### src/rtl/bspm_pkg.sv
// Package for the blank and star pattern matcher.
// Holds sizes, register index codes, character codes and small helpers.
// No dependencies.
package bspm_pkg;

  // pattern store and counter sizes
  localparam int PATTERN_MAX     = 56;
  localparam int WORD_COUNT      = 7;
  localparam int WORD_WIDTH      = 64;
  localparam int POS_WIDTH       = 6;
  localparam int WORD_SEL_WIDTH  = 3;
  localparam int COUNT_WIDTH     = 16;
  localparam int OUT_WIDTH       = 16;
  localparam int CFG_INDEX_WIDTH = 4;

  // configuration register indexes
  localparam logic [CFG_INDEX_WIDTH-1:0] REG_LENGTH     = 4'd0;
  localparam logic [CFG_INDEX_WIDTH-1:0] REG_WORD_FIRST = 4'd1;
  localparam logic [CFG_INDEX_WIDTH-1:0] REG_WORD_LAST  = 4'd7;

  // character codes
  localparam logic [7:0] CHAR_BLANK = 8'h20;
  localparam logic [7:0] CHAR_TAB   = 8'h09;
  localparam logic [7:0] CHAR_STAR  = 8'h2A;

  // blank or tab
  function automatic logic is_space(input logic [7:0] c);
    return (c == CHAR_BLANK) || (c == CHAR_TAB);
  endfunction

endpackage

### src/rtl/bspm_pattern_store.sv
// Pattern store: length register and seven pattern words, written over the
// configuration port, with a one-character lookup at the current position.
// Depends on bspm_pkg.
module bspm_pattern_store (
  input  logic                                clk,
  input  logic                                rst,
  input  logic                                cfg_write,
  input  logic [bspm_pkg::CFG_INDEX_WIDTH-1:0] cfg_index,
  input  logic [bspm_pkg::WORD_WIDTH-1:0]      cfg_data,
  input  logic [bspm_pkg::POS_WIDTH-1:0]       position,
  output logic [bspm_pkg::POS_WIDTH-1:0]       length,
  output logic [7:0]                           pattern_char
);
  import bspm_pkg::*;

  logic [POS_WIDTH-1:0]  length_reg;
  logic [WORD_WIDTH-1:0] words [WORD_COUNT];
  logic [WORD_SEL_WIDTH-1:0] write_sel;
  logic [WORD_SEL_WIDTH-1:0] read_sel;
  logic [WORD_WIDTH-1:0]     read_word;

  assign write_sel = WORD_SEL_WIDTH'(cfg_index - REG_WORD_FIRST);

  // register writes, indexes beyond the list are dropped
  always_ff @(posedge clk) begin
    if (rst) begin
      length_reg <= '0;
      for (int i = 0; i < WORD_COUNT; i++) begin
        words[i] <= '0;
      end
    end else if (cfg_write) begin
      if (cfg_index == REG_LENGTH) begin
        length_reg <= cfg_data[POS_WIDTH-1:0];
      end else if (cfg_index >= REG_WORD_FIRST && cfg_index <= REG_WORD_LAST) begin
        words[write_sel] <= cfg_data;
      end
    end
  end

  // length clamped to the store size
  assign length = (length_reg > POS_WIDTH'(PATTERN_MAX)) ? POS_WIDTH'(PATTERN_MAX)
                                                         : length_reg;

  // word select wraps past the last word, then byte select
  assign read_sel  = (position[POS_WIDTH-1:3] >= WORD_SEL_WIDTH'(WORD_COUNT))
                     ? '0 : position[POS_WIDTH-1:3];
  assign read_word = words[read_sel];

  always_comb begin
    pattern_char = read_word[{position[2:0], 3'b000} +: 8];
  end

endmodule

### src/rtl/blank_star_pattern_matcher.sv
// Top level of the blank and star pattern matcher: handshake, match sequencer
// and result register. Depends on bspm_pkg and bspm_pattern_store.
//
//   channel   direction  handshake           payload
//   config    in         cfg_write           cfg_index, cfg_data
//   subject   in         in_valid/in_ready   subject_char, end_of_text
//   result    out        out_valid/out_ready matched_count
//
// A character item is taken in S_IDLE and matched in S_RUN; a blank run that
// it opens is swept in S_SCAN over the remaining blanks and tabs, and each star
// it steps over starts a star skip that lasts until the pattern char matches;
// the sequencer does one match step a cycle on a single pattern lookup.
// The end-of-text item walks the remaining pattern the same way, then posts
// the result, and waits there while a previous result is held.
// Reset is synchronous and clears the pattern registers and match state.
// The next item is taken while a posted result still waits on out_ready.
module blank_star_pattern_matcher (
  input  logic                                clk,
  input  logic                                rst,
  input  logic                                cfg_write,
  input  logic [bspm_pkg::CFG_INDEX_WIDTH-1:0] cfg_index,
  input  logic [bspm_pkg::WORD_WIDTH-1:0]      cfg_data,
  input  logic                                in_valid,
  output logic                                in_ready,
  input  logic [7:0]                           subject_char,
  input  logic                                end_of_text,
  output logic                                out_valid,
  input  logic                                out_ready,
  output logic [bspm_pkg::OUT_WIDTH-1:0]       matched_count
);
  import bspm_pkg::*;

  typedef enum logic [1:0] {S_IDLE, S_RUN, S_SCAN} state_t;

  state_t state, state_next;
  logic [7:0] ch, ch_next;
  logic eot, eot_next;
  logic [POS_WIDTH-1:0] position, position_next;
  logic [COUNT_WIDTH-1:0] chars_consumed, chars_consumed_next;
  logic pattern_finished, pattern_finished_next;
  logic match_failed, match_failed_next;
  logic in_blank_run, in_blank_run_next;
  logic blank_seen, blank_seen_next;
  logic in_star_skip, in_star_skip_next;
  logic out_valid_reg, out_valid_next;
  logic [OUT_WIDTH-1:0] result, result_next;

  logic [POS_WIDTH-1:0] length;
  logic [7:0] pc;
  logic pos_end;
  logic [COUNT_WIDTH-1:0] count_inc;

  bspm_pattern_store u_store (
    .clk          (clk),
    .rst          (rst),
    .cfg_write    (cfg_write),
    .cfg_index    (cfg_index),
    .cfg_data     (cfg_data),
    .position     (position),
    .length       (length),
    .pattern_char (pc)
  );

  assign pos_end   = position >= length;
  assign count_inc = (chars_consumed == '1) ? chars_consumed : chars_consumed + 1'b1;

  assign in_ready      = (state == S_IDLE);
  assign out_valid     = out_valid_reg;
  assign matched_count = result;

  // one match step per cycle
  always_comb begin
    state_next            = state;
    ch_next               = ch;
    eot_next              = eot;
    position_next         = position;
    chars_consumed_next   = chars_consumed;
    pattern_finished_next = pattern_finished;
    match_failed_next     = match_failed;
    in_blank_run_next     = in_blank_run;
    blank_seen_next       = blank_seen;
    in_star_skip_next     = in_star_skip;
    out_valid_next        = out_valid_reg && !out_ready;
    result_next           = result;

    case (state)
      S_IDLE: begin
        if (in_valid) begin
          ch_next    = subject_char;
          eot_next   = end_of_text;
          state_next = S_RUN;
        end
      end
      S_RUN: begin
        if (pattern_finished || match_failed) begin
          if (!eot) begin
            state_next = S_IDLE;
          end else if (!out_valid_reg || out_ready) begin
            // post the result and clear for the next text
            out_valid_next        = 1'b1;
            result_next           = (pattern_finished && !match_failed)
                                    ? OUT_WIDTH'(chars_consumed) : '0;
            position_next         = '0;
            chars_consumed_next   = '0;
            pattern_finished_next = 1'b0;
            match_failed_next     = 1'b0;
            in_blank_run_next     = 1'b0;
            blank_seen_next       = 1'b0;
            in_star_skip_next     = 1'b0;
            state_next            = S_IDLE;
          end
        end else if (in_star_skip) begin
          // skip until the next pattern character shows up
          if (!eot) begin
            if (pos_end || ch != pc) begin
              chars_consumed_next = count_inc;
              state_next          = S_IDLE;
            end else begin
              in_star_skip_next = 1'b0;
            end
          end else if (pos_end) begin
            pattern_finished_next = 1'b1;
          end else begin
            in_star_skip_next = 1'b0;
          end
        end else if (in_blank_run) begin
          if (!eot && is_space(ch)) begin
            chars_consumed_next = count_inc;
            blank_seen_next     = 1'b1;
            state_next          = S_IDLE;
          end else if (!blank_seen) begin
            match_failed_next = 1'b1;
            if (!eot) state_next = S_IDLE;
          end else begin
            in_blank_run_next = 1'b0;
          end
        end else if (pos_end) begin
          pattern_finished_next = 1'b1;
          if (!eot) state_next = S_IDLE;
        end else if (pc == CHAR_BLANK) begin
          // open a blank run, then sweep its remaining blanks and tabs
          blank_seen_next   = (position == '0);
          position_next     = position + 1'b1;
          in_blank_run_next = 1'b1;
          state_next        = S_SCAN;
        end else if (pc == CHAR_STAR) begin
          position_next     = position + 1'b1;
          in_star_skip_next = 1'b1;
        end else if (!eot && pc == ch) begin
          chars_consumed_next = count_inc;
          position_next       = position + 1'b1;
          state_next          = S_IDLE;
        end else begin
          match_failed_next = 1'b1;
          if (!eot) state_next = S_IDLE;
        end
      end
      S_SCAN: begin
        if (!pos_end && is_space(pc)) begin
          position_next = position + 1'b1;
        end else begin
          state_next = S_RUN;
        end
      end
      default: begin
        state_next = S_IDLE;
      end
    endcase
  end

  // state and registered outputs
  always_ff @(posedge clk) begin
    if (rst) begin
      state            <= S_IDLE;
      position         <= '0;
      chars_consumed   <= '0;
      pattern_finished <= 1'b0;
      match_failed     <= 1'b0;
      in_blank_run     <= 1'b0;
      blank_seen       <= 1'b0;
      in_star_skip     <= 1'b0;
      out_valid_reg    <= 1'b0;
    end else begin
      state            <= state_next;
      position         <= position_next;
      chars_consumed   <= chars_consumed_next;
      pattern_finished <= pattern_finished_next;
      match_failed     <= match_failed_next;
      in_blank_run     <= in_blank_run_next;
      blank_seen       <= blank_seen_next;
      in_star_skip     <= in_star_skip_next;
      out_valid_reg    <= out_valid_next;
    end
    ch     <= ch_next;
    eot    <= eot_next;
    result <= result_next;
  end

endmodule

### config.mk
export PLATFORM = sky130hd
export DESIGN_NAME = blank_star_pattern_matcher
export DESIGN_NICKNAME = d
export VERILOG_FILES = /design/src/rtl/bspm_pkg.sv /design/src/rtl/bspm_pattern_store.sv /design/src/rtl/blank_star_pattern_matcher.sv
export SDC_FILE = /design/constraint.sdc
export NUM_CORES = 1
export LEC_CHECK = 0
export BUFFER_PORTS_ARGS = -buffer_cell sky130_fd_sc_hd__buf_2
export CAP_MARGIN = 20
export CORE_ASPECT_RATIO = 1.2
export CORE_UTILIZATION = 50
export CTS_CLUSTER_DIAMETER = 40
export DETAILED_ROUTE_END_ITERATION = 16
export PLACE_DENSITY = 0.69
export SYNTH_ARGS = -nofsm -noshare
export SYNTH_HDL_FRONTEND = slang
export SYNTH_SLANG_ARGS = --single-unit
### constraint.sdc
create_clock -name clk -period 7 [get_ports clk]
set_clock_uncertainty 0.2 [all_clocks]
set_input_delay 0.35 -clock clk [delete_from_list [all_inputs] [get_ports clk]]
set_output_delay 0.35 -clock clk [all_outputs]
set_load 0.005 [all_outputs]
==> flow_summary.ini <==
[placed_design]
dp_hpwl_mm = 47.6
gp_congestion = 0.964
port_buffers = 99

[cells_and_area]
fin_nets = 2456
diodes = 0
largest_register = u_store.words
synthToLayoutAreaGrowth_pct = 16.5
largest_reg_flops = 448
fillerInstances = 4020
drive_above_1_share_pct = 14.6

[clock_tree]
clock_sinks = 509
cts_tree = yes
clockBufferDepth = 3
htree_levels = 3
post_cts_buffers = 0
cts-resized-gates = 0
root_buffer = clkbuf_16
clk_pin_slew_ps = 50
cts_buffers = 68
clk-insertion-delay-late_ps = 610
cts_hold_buf = 74

[yosys]
synth-edff-count = 409
yosys_warnings = 0
synth_top_family_by_area = simple AND/OR/NAND/NOR gates
syn_area_um2 = 24500
ys_types = 74
syn_nets = 2327
synthAdderAreaFrac_pct = 0.614
synth.area.top_cells = edfxtp_1 50%, dfxtp_1 8.2%, and2_1 5.8%
yosysMostFrequentCell = edfxtp_1
synth_compound_area_share_pct = 12.9
synthFlopType = edfxtp_1
ys_async_sr_fraction_pct = 0
synth.mux.area_fraction_pct = 5.61
synthSimpleGateAreaFrac_pct = 17.7
synth_top_area_share_pct = 50.2
synth_xor_area_share_pct = 0.179
ys_ff_latch = 509
yosys.area.top_type = edfxtp_1
synth_common_cells = 409 x edfxtp_1, 227 x and2_1, 214 x nor2_1
yosysSeqAreaShare_pct = 58.4
avgSynthCellArea_um2 = 11.0
netlist_instances = 2233

[grt]
grt_start_max_net_pins = 84
grt_first_pass_wirelength_mm = 116
grt_pass1_vias = 18993
grt_usage_pct = 31.6
antenna_found_initial = 1
grt_overflow = 0

[pwr]
peakVddDrop_mv = 0.275
power.total_w = 0.00749
leakage_nw = 10.2
p_per_area_nw_per_um2 = 263

[floorplan]
die_h_um = 244
pin_count = 100
core_um2 = 48200
rows = 88
die_w_um = 204
dieArea_um2 = 49800
start_util_pct = 50.7

[drt]
drt_iter0_markers = 2531
viasPerCell = 6.29
num_vias = 19153
wl_mm = 79.0
firstDrtPassIters = 6
antenna_left = 0
drc = 0
wl_per_cell_um = 26.0

[critical_path]
timing.rr.start = position[0]
worst-setup-path-type = flop to flop
cp.arrival_ps = 5670
crit_family = compound AO/OA/AOI/OAI gates
critical_path.slowest_cell = dfxtp_1
ff2ff_setup_slack_ps = 1660
slowest_delay_ps = 970
cp-end-kind = flop
path_common_cell = a31oi_1
worstRegToRegCells = 12
cp.required_ps = 7330
critPathLaunchType = flop
r2r-end = chars_consumed[15]
path_buf_inv = 2
worstPathMaxFanout = 17
crit_chain = clkinv_1 -> o2111ai_1 -> a211oi_1 -> o21ai_0 -> a31oi_1 -> or2_0 -> a211o_1 -> nor4_4 -> a31oi_1 -> buf_4 -> or4_1 -> a21oi_1

[sta]
fin_crit_sh_pct = 76.3
min_period_ps = 5340
finalSetupTns_ps = 0
clock.fmax_mhz = 187
setup_viol = 0
slew_headroom_pct = 21.9
hold_viol = 0
slew_viol_final = 0
grt_setup_unrepaired = false
tightestPinTransition_ps = 1170

[run]
drv_cap = 0

[outcome]
outcome = finished, final reports clean

[worst_hold_path]
whs_endpoint = ch[5]
hp-class = primary input to flop
worstHoldPathCells = 2
hp-start = in_valid
## metrics by stage
| step | util (%) | hold slack (ps) | std cells | cell area [µm²] | setup slack (ps) |
|---|---|---|---|---|---|
| 2_1_floorplan | - | 233 | 2233 | 24500 | 1820 |
| 3_3_place_gp | 52.8 | 239 | 2846 | 25500 | 1940 |
| 3_5_place_dp | 52.8 | 246 | 2847 | 25500 | 1840 |
| 4_1_cts | 59.1 | 115 | 3043 | 28500 | 1810 |
| 5_1_grt | 59.1 | 164 | 3044 | 28500 | 1390 |
| 6_report | 59.1 | 125 | 3044 | 28500 | 1660 |
## layout by cell type (no fill, tap or decap), types with 30 or more instances in the layout
cell type,synthesis,layout
edfxtp_1,409,409
and2_1,227,227
nor2_1,214,209
nand2_1,193,192
a21oi_1,131,130
buf_2,35,100
dfxtp_1,100,97
inv_1,97,95
dlygate4sd3_1,0,74
mux2i_1,73,73
clkbuf_16,0,70
o21ai_0,58,58
mux2_2,51,51
o22ai_1,47,47
buf_4,12,45
nor2b_1,38,37
a211oi_1,32,32
nand2b_1,32,30
## worst max-delay path by stage
| stage | from | to | slack, ps | cells after the start |
|---|---|---|---|---|
| after floorplan | cfg_index[1] | u_store.words[5][0] | 1820 | 8 |
| after detailed placement | position[4] | chars_consumed[15] | 1840 | 14 |
| final | position[0] | chars_consumed[15] | 1660 | 12 |
| after global routing | position[3] | chars_consumed[15] | 1390 | 12 |
| after global placement | position[3] | chars_consumed[14] | 1940 | 12 |
| after CTS | position[4] | chars_consumed[15] | 1810 | 12 |
## logic make-up after synthesis
family                   Yosys count
AO/OA/AOI/OAI                    471
XOR/XNOR                           5
adder cells (fa/ha/maj)           12
buffers and inverters            262
flip-flops                       509
multiplexers                     127
AND/OR/NAND/NOR                  847
## worst register-to-register path, stage by stage (launching register included)
cell	delay, ps
dfxtp_1	970
clkinv_1	840
o2111ai_1	250
a211oi_1	60
o21ai_0	350
a31oi_1	230
or2_0	400
a211o_1	410
nor4_4	510
a31oi_1	160
buf_4	210
or4_1	530
a21oi_1	150
## routing by layer
layer,track usage (%),vias to the layer above,share of wire [%]
li1,-,8381,-
met1,39.0,9340,37
met2,51.9,1193,48
met3,6.92,239,11
met4,16.3,0,4.8
met5,0,-,0
## power breakdown
group          switching, W  leakage, nW  internal, W
logic              0.000317         4.41     0.000170
clock network       0.00135         1.11      0.00215
registers         0.0000735         4.68      0.00343
## layout make-up
| type | count | area (µm²) | share of cell area, % |
|---|---|---|---|
| well taps | 630 | 788 | 2.77 |
| repair buffers | 222 | 1640 | 5.75 |
| flip-flops and latches | 509 | 14300 | 50.1 |
| clock inverters | 38 | 425 | 1.49 |
| clock buffers | 84 | 1840 | 6.47 |
| inverters | 99 | 372 | 1.30 |
| multi-input cells | 1462 | 9140 | 32.1 |
Note: power is estimated with default switching activity, not from simulation.
